$ cat config.mk
export PLATFORM = sky130hd
export DESIGN_NAME = base64_stream_codec
export DESIGN_NICKNAME = d
export VERILOG_FILES = /design/src/rtl/core/bs64_pkg.sv /design/src/rtl/core/bs64_front.sv /design/src/rtl/core/bs64_queue.sv /design/src/rtl/core/bs64_back.sv /design/src/rtl/core/base64_stream_codec.sv
export VERILOG_INCLUDE_DIRS = /design/src /design/src/rtl/core
export SDC_FILE = /design/constraint.sdc
export NUM_CORES = 1
export LEC_CHECK = 0
export BUFFER_PORTS_ARGS = -buffer_cell sky130_fd_sc_hd__buf_4
export CAP_MARGIN = 20
export CORE_ASPECT_RATIO = 1.75
export CORE_MARGIN = 10
export CORE_UTILIZATION = 30
export DETAILED_ROUTE_END_ITERATION = 8
export PLACE_DENSITY = 0.53
export SYNTH_ARGS = -nofsm -noshare
export SYNTH_HDL_FRONTEND = slang
export SYNTH_SLANG_ARGS = --single-unit
$ cat constraint.sdc
create_clock -name clk -period 5.1 [get_ports clk]
set_input_delay 0.255 -clock clk [delete_from_list [all_inputs] [get_ports clk]]
set_output_delay 0.255 -clock clk [all_outputs]
set_load 0.01 [all_outputs]
$ cat src/rtl/core/base64_stream_codec_defines.svh
// ----------------------------------------------------------------------------
// base64_stream_codec_defines
// Assertion macros used by the codec top level.
// ----------------------------------------------------------------------------
`ifndef BASE64_STREAM_CODEC_DEFINES_SVH
`define BASE64_STREAM_CODEC_DEFINES_SVH

`ifndef ASSERT_OFF
// property holds at every clock outside reset
`define ASSERT_ALWAYS(label, expr) \
  label: assert property (@(posedge clk) disable iff (!rst_n) (expr)) \
    else $error("assertion failed");
// antecedent implies consequent in the same cycle
`define ASSERT_IMPLIES(label, ante, cons) \
  label: assert property (@(posedge clk) disable iff (!rst_n) (ante) |-> (cons)) \
    else $error("assertion failed");
// antecedent implies consequent in the next cycle
`define ASSERT_NEXT(label, ante, cons) \
  label: assert property (@(posedge clk) disable iff (!rst_n) (ante) |=> (cons)) \
    else $error("assertion failed");
`else
`define ASSERT_ALWAYS(label, expr)
`define ASSERT_IMPLIES(label, ante, cons)
`define ASSERT_NEXT(label, ante, cons)
`endif

`endif

$ cat src/rtl/core/bs64_pkg.sv
// ----------------------------------------------------------------------------
// bs64_pkg
// Types, constants and alphabet functions of the Base64 stream codec.
// ----------------------------------------------------------------------------
`default_nettype none

package bs64_pkg;

  localparam logic MODE_ENC = 1'b0;
  localparam logic MODE_DEC = 1'b1;

  localparam logic [7:0] PAD_CHAR = 8'h3D;

  localparam int QUEUE_DEPTH = 2;
  localparam int MAX_RESULTS = 4;

  typedef struct packed {
    logic [7:0] in_byte;
    logic       in_last;
  } in_item_t;

  typedef struct packed {
    logic [7:0] out_value;
    logic       out_has_value;
    logic       out_last;
    logic       out_bad_char;
  } out_item_t;

  // results caused by one request, emitted in order val[0] .. val[cnt-1]
  typedef struct packed {
    logic [2:0]                  cnt;
    logic [MAX_RESULTS-1:0][7:0] val;
    logic                        has;
    logic                        last;
    logic                        bad;
  } job_t;

  typedef struct packed {
    logic       full;
    logic [1:0] count;
  } q_stat_t;

  typedef struct packed {
    logic       ok;
    logic [5:0] val;
  } sym_t;

  function automatic logic [7:0] b64_char(input logic [5:0] s);
    logic [7:0] s8;
    s8 = {2'b00, s};
    if (s < 6'd26) return 8'h41 + s8;
    else if (s < 6'd52) return 8'h61 + s8 - 8'd26;
    else if (s < 6'd62) return 8'h30 + s8 - 8'd52;
    else if (s == 6'd62) return 8'h2B;
    else return 8'h2F;
  endfunction

  function automatic sym_t b64_sym(input logic [7:0] c);
    sym_t r;
    r.ok  = 1'b1;
    r.val = 6'd0;
    if (c >= 8'h41 && c <= 8'h5A) r.val = 6'(c - 8'h41);
    else if (c >= 8'h61 && c <= 8'h7A) r.val = 6'(c - 8'h61 + 8'd26);
    else if (c >= 8'h30 && c <= 8'h39) r.val = 6'(c - 8'h30 + 8'd52);
    else if (c == 8'h2B) r.val = 6'd62;
    else if (c == 8'h2F) r.val = 6'd63;
    else r.ok = 1'b0;
    return r;
  endfunction

endpackage

`default_nettype wire

$ cat src/rtl/core/bs64_front.sv
// ----------------------------------------------------------------------------
// bs64_front
// Accepts requests, keeps mode, leftover bits and phase, builds result jobs.
// ----------------------------------------------------------------------------
`default_nettype none

module bs64_front import bs64_pkg::*; (
  input  wire logic     clk,
  input  wire logic     rst_n,
  input  wire logic     cfg_wr_en,
  input  wire logic     cfg_wdata,
  input  wire logic     in_valid,
  output logic          in_stall,
  input  wire in_item_t in_data,
  input  wire q_stat_t  q_stat,
  output logic          push,
  output job_t          push_job
);

  logic       mode_r;
  logic [5:0] hold_r, hold_nxt;
  logic [1:0] phase_r, phase_nxt;
  logic       accept;
  logic [7:0] b;
  sym_t       sym;
  job_t       job;

  assign in_stall = q_stat.full;
  assign accept   = in_valid && !q_stat.full;
  assign b        = in_data.in_byte;
  assign sym      = b64_sym(b);

  always_comb begin
    job       = '0;
    hold_nxt  = hold_r;
    phase_nxt = phase_r;
    job.last  = in_data.in_last;
    if (mode_r == MODE_ENC) begin
      job.has = 1'b1;
      case (phase_r)
        2'd1: begin
          job.val[0] = b64_char({hold_r[1:0], b[7:4]});
          hold_nxt   = {2'b00, b[3:0]};
          phase_nxt  = 2'd2;
          if (in_data.in_last) begin
            job.cnt    = 3'd3;
            job.val[1] = b64_char({b[3:0], 2'b00});
            job.val[2] = PAD_CHAR;
          end else begin
            job.cnt = 3'd1;
          end
        end
        2'd2: begin
          job.cnt    = 3'd2;
          job.val[0] = b64_char({hold_r[3:0], b[7:6]});
          job.val[1] = b64_char(b[5:0]);
          hold_nxt   = 6'd0;
          phase_nxt  = 2'd0;
        end
        default: begin
          job.val[0] = b64_char(b[7:2]);
          hold_nxt   = {4'b0000, b[1:0]};
          phase_nxt  = 2'd1;
          if (in_data.in_last) begin
            job.cnt    = 3'd4;
            job.val[1] = b64_char({b[1:0], 4'b0000});
            job.val[2] = PAD_CHAR;
            job.val[3] = PAD_CHAR;
          end else begin
            job.cnt = 3'd1;
          end
        end
      endcase
    end else begin
      if (b == PAD_CHAR) begin
        job.cnt = in_data.in_last ? 3'd1 : 3'd0;
      end else if (!sym.ok) begin
        job.cnt = 3'd1;
        job.bad = 1'b1;
      end else begin
        case (phase_r)
          2'd0: begin
            job.cnt   = in_data.in_last ? 3'd1 : 3'd0;
            hold_nxt  = sym.val;
            phase_nxt = 2'd1;
          end
          2'd1: begin
            job.cnt    = 3'd1;
            job.has    = 1'b1;
            job.val[0] = {hold_r, sym.val[5:4]};
            hold_nxt   = {2'b00, sym.val[3:0]};
            phase_nxt  = 2'd2;
          end
          2'd2: begin
            job.cnt    = 3'd1;
            job.has    = 1'b1;
            job.val[0] = {hold_r[3:0], sym.val[5:2]};
            hold_nxt   = {4'b0000, sym.val[1:0]};
            phase_nxt  = 2'd3;
          end
          default: begin
            job.cnt    = 3'd1;
            job.has    = 1'b1;
            job.val[0] = {hold_r[1:0], sym.val};
            hold_nxt   = 6'd0;
            phase_nxt  = 2'd0;
          end
        endcase
      end
    end
    if (in_data.in_last) begin
      hold_nxt  = 6'd0;
      phase_nxt = 2'd0;
    end
  end

  assign push     = accept && (job.cnt != 3'd0);
  assign push_job = job;

  always_ff @(posedge clk) begin
    if (!rst_n) begin
      mode_r  <= MODE_ENC;
      hold_r  <= 6'd0;
      phase_r <= 2'd0;
    end else if (cfg_wr_en) begin
      mode_r  <= cfg_wdata;
      hold_r  <= 6'd0;
      phase_r <= 2'd0;
    end else if (accept) begin
      hold_r  <= hold_nxt;
      phase_r <= phase_nxt;
    end
  end

endmodule

`default_nettype wire

$ cat src/rtl/core/bs64_queue.sv
// ----------------------------------------------------------------------------
// bs64_queue
// Two-entry job queue between the front and the back.
// ----------------------------------------------------------------------------
`default_nettype none

module bs64_queue import bs64_pkg::*; (
  input  wire logic clk,
  input  wire logic rst_n,
  input  wire logic push,
  input  wire job_t push_job,
  input  wire logic pop,
  output logic      head_valid,
  output job_t      head_job,
  output q_stat_t   stat
);

  job_t       mem_r [QUEUE_DEPTH];
  logic       wr_ptr_r, rd_ptr_r;
  logic [1:0] count_r, count_nxt;

  assign head_valid = (count_r != 2'd0);
  assign head_job   = mem_r[rd_ptr_r];
  assign stat.count = count_r;
  assign stat.full  = (count_r == 2'(QUEUE_DEPTH));

  always_comb begin
    count_nxt = count_r;
    if (push && !pop) count_nxt = count_r + 2'd1;
    else if (!push && pop) count_nxt = count_r - 2'd1;
  end

  always_ff @(posedge clk) begin
    if (push) mem_r[wr_ptr_r] <= push_job;
  end

  always_ff @(posedge clk) begin
    if (!rst_n) begin
      wr_ptr_r <= 1'b0;
      rd_ptr_r <= 1'b0;
      count_r  <= 2'd0;
    end else begin
      if (push) wr_ptr_r <= ~wr_ptr_r;
      if (pop) rd_ptr_r <= ~rd_ptr_r;
      count_r <= count_nxt;
    end
  end

endmodule

`default_nettype wire

$ cat src/rtl/core/bs64_back.sv
// ----------------------------------------------------------------------------
// bs64_back
// Takes queue jobs, sends their results one per cycle while out_stall is low.
// ----------------------------------------------------------------------------
`default_nettype none

module bs64_back import bs64_pkg::*; (
  input  wire logic clk,
  input  wire logic rst_n,
  input  wire logic q_valid,
  input  wire job_t q_job,
  output logic      pop,
  output logic      out_valid,
  input  wire logic out_stall,
  output out_item_t out_data
);

  job_t       job_r;
  logic       busy_r, busy_nxt;
  logic [1:0] idx_r, idx_nxt;
  logic       out_valid_r, out_valid_nxt;
  out_item_t  out_data_r, out_data_nxt;
  logic       out_load, emit, final_ent;

  assign out_load  = !out_valid_r || !out_stall;
  assign emit      = busy_r && out_load;
  assign final_ent = ({1'b0, idx_r} + 3'd1) == job_r.cnt;
  assign pop       = q_valid && (!busy_r || (emit && final_ent));

  always_comb begin
    busy_nxt      = busy_r;
    idx_nxt       = idx_r;
    out_valid_nxt = out_valid_r;
    out_data_nxt  = out_data_r;
    if (out_load) out_valid_nxt = 1'b0;
    if (emit) begin
      out_valid_nxt              = 1'b1;
      out_data_nxt.out_value     = job_r.val[idx_r];
      out_data_nxt.out_has_value = job_r.has;
      out_data_nxt.out_last      = job_r.last && final_ent;
      out_data_nxt.out_bad_char  = job_r.bad;
      idx_nxt                    = idx_r + 2'd1;
      if (final_ent) busy_nxt = 1'b0;
    end
    if (pop) begin
      busy_nxt = 1'b1;
      idx_nxt  = 2'd0;
    end
  end

  always_ff @(posedge clk) begin
    if (pop) job_r <= q_job;
    out_data_r <= out_data_nxt;
  end

  always_ff @(posedge clk) begin
    if (!rst_n) begin
      busy_r      <= 1'b0;
      idx_r       <= 2'd0;
      out_valid_r <= 1'b0;
    end else begin
      busy_r      <= busy_nxt;
      idx_r       <= idx_nxt;
      out_valid_r <= out_valid_nxt;
    end
  end

  assign out_valid = out_valid_r;
  assign out_data  = out_data_r;

endmodule

`default_nettype wire

$ cat src/rtl/core/base64_stream_codec.sv
// ----------------------------------------------------------------------------
// base64_stream_codec
// Streaming Base64 encoder/decoder, standard alphabet, '=' padding.
// ----------------------------------------------------------------------------
// Usage: cfg_wr_en/cfg_wdata write the mode (0 encode, 1 decode) and clear
// the message state; write only while the block is idle. Requests arrive on
// in_valid/in_stall/in_data, one byte (encode) or character (decode) each,
// in_last closing the message. Results leave on out_valid/out_stall/out_data.
// Encode gives 1 to 4 characters per byte, decode 0 or 1 byte per character;
// a decode invalid character gives one flagged result with no value.
// A request's first result is registered in the job queue, the back's job
// register and the output register. Throughput: one result per cycle while
// out_stall is low, set by the single output register; a new request is
// taken every cycle while the two-entry job queue has room; decoding runs at
// one character a cycle, encoding is bound by its results. While out_stall
// is high the result holds; the back takes one more job and the queue two,
// then in_stall rises. Reset: encode mode; state, queue, output valid clear.
// ----------------------------------------------------------------------------
`default_nettype none
`include "base64_stream_codec_defines.svh"

module base64_stream_codec import bs64_pkg::*; (
  input  wire logic     clk,
  input  wire logic     rst_n,
  input  wire logic     cfg_wr_en,
  input  wire logic     cfg_wdata,
  input  wire logic     in_valid,
  output logic          in_stall,
  input  wire in_item_t in_data,
  output logic          out_valid,
  input  wire logic     out_stall,
  output out_item_t     out_data
);

  q_stat_t q_stat;
  logic    push, pop, head_valid;
  job_t    push_job, head_job;

  bs64_front u_front (
    .clk       (clk),
    .rst_n     (rst_n),
    .cfg_wr_en (cfg_wr_en),
    .cfg_wdata (cfg_wdata),
    .in_valid  (in_valid),
    .in_stall  (in_stall),
    .in_data   (in_data),
    .q_stat    (q_stat),
    .push      (push),
    .push_job  (push_job)
  );

  bs64_queue u_queue (
    .clk        (clk),
    .rst_n      (rst_n),
    .push       (push),
    .push_job   (push_job),
    .pop        (pop),
    .head_valid (head_valid),
    .head_job   (head_job),
    .stat       (q_stat)
  );

  bs64_back u_back (
    .clk       (clk),
    .rst_n     (rst_n),
    .q_valid   (head_valid),
    .q_job     (head_job),
    .pop       (pop),
    .out_valid (out_valid),
    .out_stall (out_stall),
    .out_data  (out_data)
  );

  `ASSERT_ALWAYS(a_queue_bound, q_stat.count <= 2'(QUEUE_DEPTH))
  `ASSERT_IMPLIES(a_no_value_zero, out_valid && !out_data.out_has_value, out_data.out_value == 8'd0)
  `ASSERT_IMPLIES(a_bad_no_value, out_valid && out_data.out_bad_char, !out_data.out_has_value)
  `ASSERT_NEXT(a_full_stalls, q_stat.full && !pop, in_stall)

endmodule

`default_nettype wire
==> metrics <==
status finished clean; Tcrit/Tclk final 0.6552; min Tclk post-route around 3300 ps; DP Area just over 7000 sq um; Top FF cell, synth edfxtp_1; Final Skew between 10 and 15 ps; max_cap viols 0; reg2reg end u_queue.count_r[1]$_SDFFE_PN0P_; r2r setup slk 2010 ps; area grow syn2layout 10.81%; TritonRoute pass-1 iters 5; PD cells 358.7 nW/um^2; VDD IR max roughly 170 uV; total core area around 22000 sq um; RSZ-0062 raised after global routing false; sequential element share of the synthesized area 0.4064; CP max-delay cell nor3_2; Sinks on Clock Net slightly below 100; Placed Cells 1000; Design Power 2683 uW; Resize count post-CTS 0; Post-CTS Setup Bufs 0; row cnt roughly 70; first-pass GRT wire length between 30 and 40 mm; CP peak stage delay 590 ps; element type at the critical path start input port; hold path cells 3; slew at the pin closest to its max-slew limit 913.1 ps; all-layer global routing usage 0.1354; largest net degree at the start of global routing 25; Max-slew headroom 0.3913; vias in the first global route roughly 5500; EDFF count, synth 80; initial antenna violation count 0; Fin. Hold Viols 0; worst setup path category input port to register; CP startpoint in_data[3]; gr ovfl total 0; HP Class input port to register; Reg clk slew, reported paths 70 ps; CTS Root Cell clkbuf_16; Initial Util 0.3045; Final Setup Violations 0; syn_nets between 700 and 800; Vias/cell 5.496; CP cell instances buf_4 > inv_1 > ha_1 > a211oi_1 > a211oi_1 > nor3_2 > o31ai_1 > a21oi_1 > nor3_1 > ha_1 > or3_1 > a21boi_0; average size of a mapped cell around 9.3 sq um; nets around 770; n_diodes 0; Synth Instances just over 700; Warnings, synthesis 0; TNS Setup 0 ps; Post-CTS Hold Fix Bufs 0; Clock Tree Buf Depth 2; chip height between 200 and 250 um; Routed WL ~20 mm; # IOs 28; die outline area around 30000 sq um; Worst setup EP type register; CTS tree built; DR DRC count 0; max frequency 0.2993 GHz; wire length per cell 19.74 um; reg2reg start u_front.phase_r[0]$_SDFFE_PP0P_; Post-DRT Antenna Nets 0; gpl congestion ~0.91; async set-reset flop share out of synthesis 0; Final Non-Filler Cells around 1000; final instance area 7478 sq um; hold endpoint u_front.mode_r$_SDFFE_PN0P_; die width ~130 um; flip-flop and latch count after synthesis a little under 100; Skew-Pair Late Insertion Delay around 340 ps; post-DP HPWL about 15 mm; HP Start cfg_wdata; crit-path max FO 23; Via Count 5584; fin. max-slew vios 0; Critical Path AT around 3600 ps; FF-to-FF path depth 8; CTS buffer count 9; Pleak about 0.0026 uW; IO buf count 27; # H-tree levels 3; CP Data Required Time 5360 ps; Netlist cell types a little over 70; mapped cell area ~6700 sq um; layout cells sized above 1 0.1278; initial drt markers 400
## how the worst max path moves through the flow
stage	endpoint	cells after the start
2_1_floorplan	u_queue.mem_r[0][0]$_DFFE_PP_	9
3_3_place_gp	u_queue.count_r[1]$_SDFFE_PN0P_	12
3_5_place_dp	u_queue.count_r[1]$_SDFFE_PN0P_	12
4_1_cts	u_queue.count_r[1]$_SDFFE_PN0P_	12
5_1_grt	u_queue.count_r[1]$_SDFFE_PN0P_	12
6_report	u_queue.count_r[1]$_SDFFE_PN0P_	12
## power by group
| group | internal (uW) | switching (uW) | leakage (uW) |
|---|---|---|---|
| clock network | 349 | 317 | 0.000146 |
| registers | 1140 | 105 | 0.000893 |
| logic | 322 | 454 | 0.00153 |
## through the flow
stage               utilization  setup slack (ps)  hold slack [ps]
CTS                      0.3375              1801            161.8
floorplan                     -             303.5            353.9
global route             0.3375              1532            200.4
detailed placement       0.3235              1457            408.4
global placement         0.3228              1479            401.1
finish                   0.3375              1759            176.8
## final cells by class
cell class | count | area (sq um)
Clock buffer | 9 | 225.2
Clock inverter | 7 | 85.08
Fill cell | 2358 | 14680
Inverter | 27 | 101.3
Multi-Input combinational cell | 546 | 3691
Sequential cell | 97 | 2743
Tap cell | 296 | 370.4
Timing Repair Buffer | 34 | 262.8
## cells by family after synthesis
| family | share of synthesized area |
|---|---|
| flip-flops | 0.4064 |
| AND/OR/NAND/NOR | 0.1693 |
| XOR/XNOR | 0.04153 |
| adder cells (fa/ha/maj) | 0.06674 |
| AO/OA/AOI/OAI | 0.2091 |
| multiplexers | 0.05932 |
| buffers and inverters | 0.04764 |
## worst max-delay path: cells and delay by family
family	cells	cell delay [ps]
buf+inv	2	530
simple gates	3	1100
compound gates	5	990
fa+ha+maj	2	720
## flip-flops by register name (all words and copies together), names as in the netlist, 2 cells and up
name,count
u_back.out_data,11
u_front.phase_r,2
u_back.job_r,23
u_queue.count_r,2
u_queue.mem_r,46
u_front.hold_r,6
u_back.idx_r,2
## cells in the final DEF (no fill, tap or decap), types with 4 or more instances in the layout
cell type	count
mux2i_1	13
mux2_2	24
xor2_1	7
a31oi_1	14
nand3_1	24
or3_1	5
a211o_1	4
a311oi_1	6
nor3_1	27
a221o_1	4
o211ai_1	12
o31ai_1	6
dfxtp_1	17
xnor2_1	25
and3_1	6
nor2_1	48
a21o_1	8
o22ai_1	5
nand2b_1	10
a211oi_1	7
a221oi_1	7
nor4_1	4
o221ai_1	5
and2_1	10
inv_1	25
o21ai_0	44
o311ai_0	5
nand2_1	68
nor2b_1	14
edfxtp_1	80
buf_4	33
ha_1	36
clkbuf_16	9
a21oi_1	49
## synth_stat cells (all sizes together), types with 7 or more instances
library cell   n  area share
a211oi         8      0.0096
a21o           8      0.0089
a21oi         51       0.039
a221oi         7      0.0091
a31oi         14       0.013
and2          10      0.0093
buf           17       0.013
clkbuf        35       0.019
dfxtp         17       0.050
edfxtp        80        0.36
ha            36       0.067
inv           26       0.014
mux2          24       0.040
mux2i         13       0.019
nand2         69       0.039
nand2b        11       0.011
nand3         24       0.018
nor2          48       0.027
nor2b         14       0.013
nor3          29       0.023
o211ai        12       0.013
o21ai         46       0.034
o31ai          7      0.0085
xnor2         25       0.032
xor2           7      0.0091
## routing by layer
| metal | routed length, um | GRT usage | up-vias |
|---|---|---|---|
| met4 | 1062 | 0.08412 | 0 |
| li1 | - | - | 2665 |
| met1 | 7581 | 0.1434 | 2681 |
| met3 | 685 | 0.01332 | 54 |
| met5 | 0 | 0 | - |
| met2 | 10730 | 0.2502 | 184 |
(Power assumes the default switching activity.)
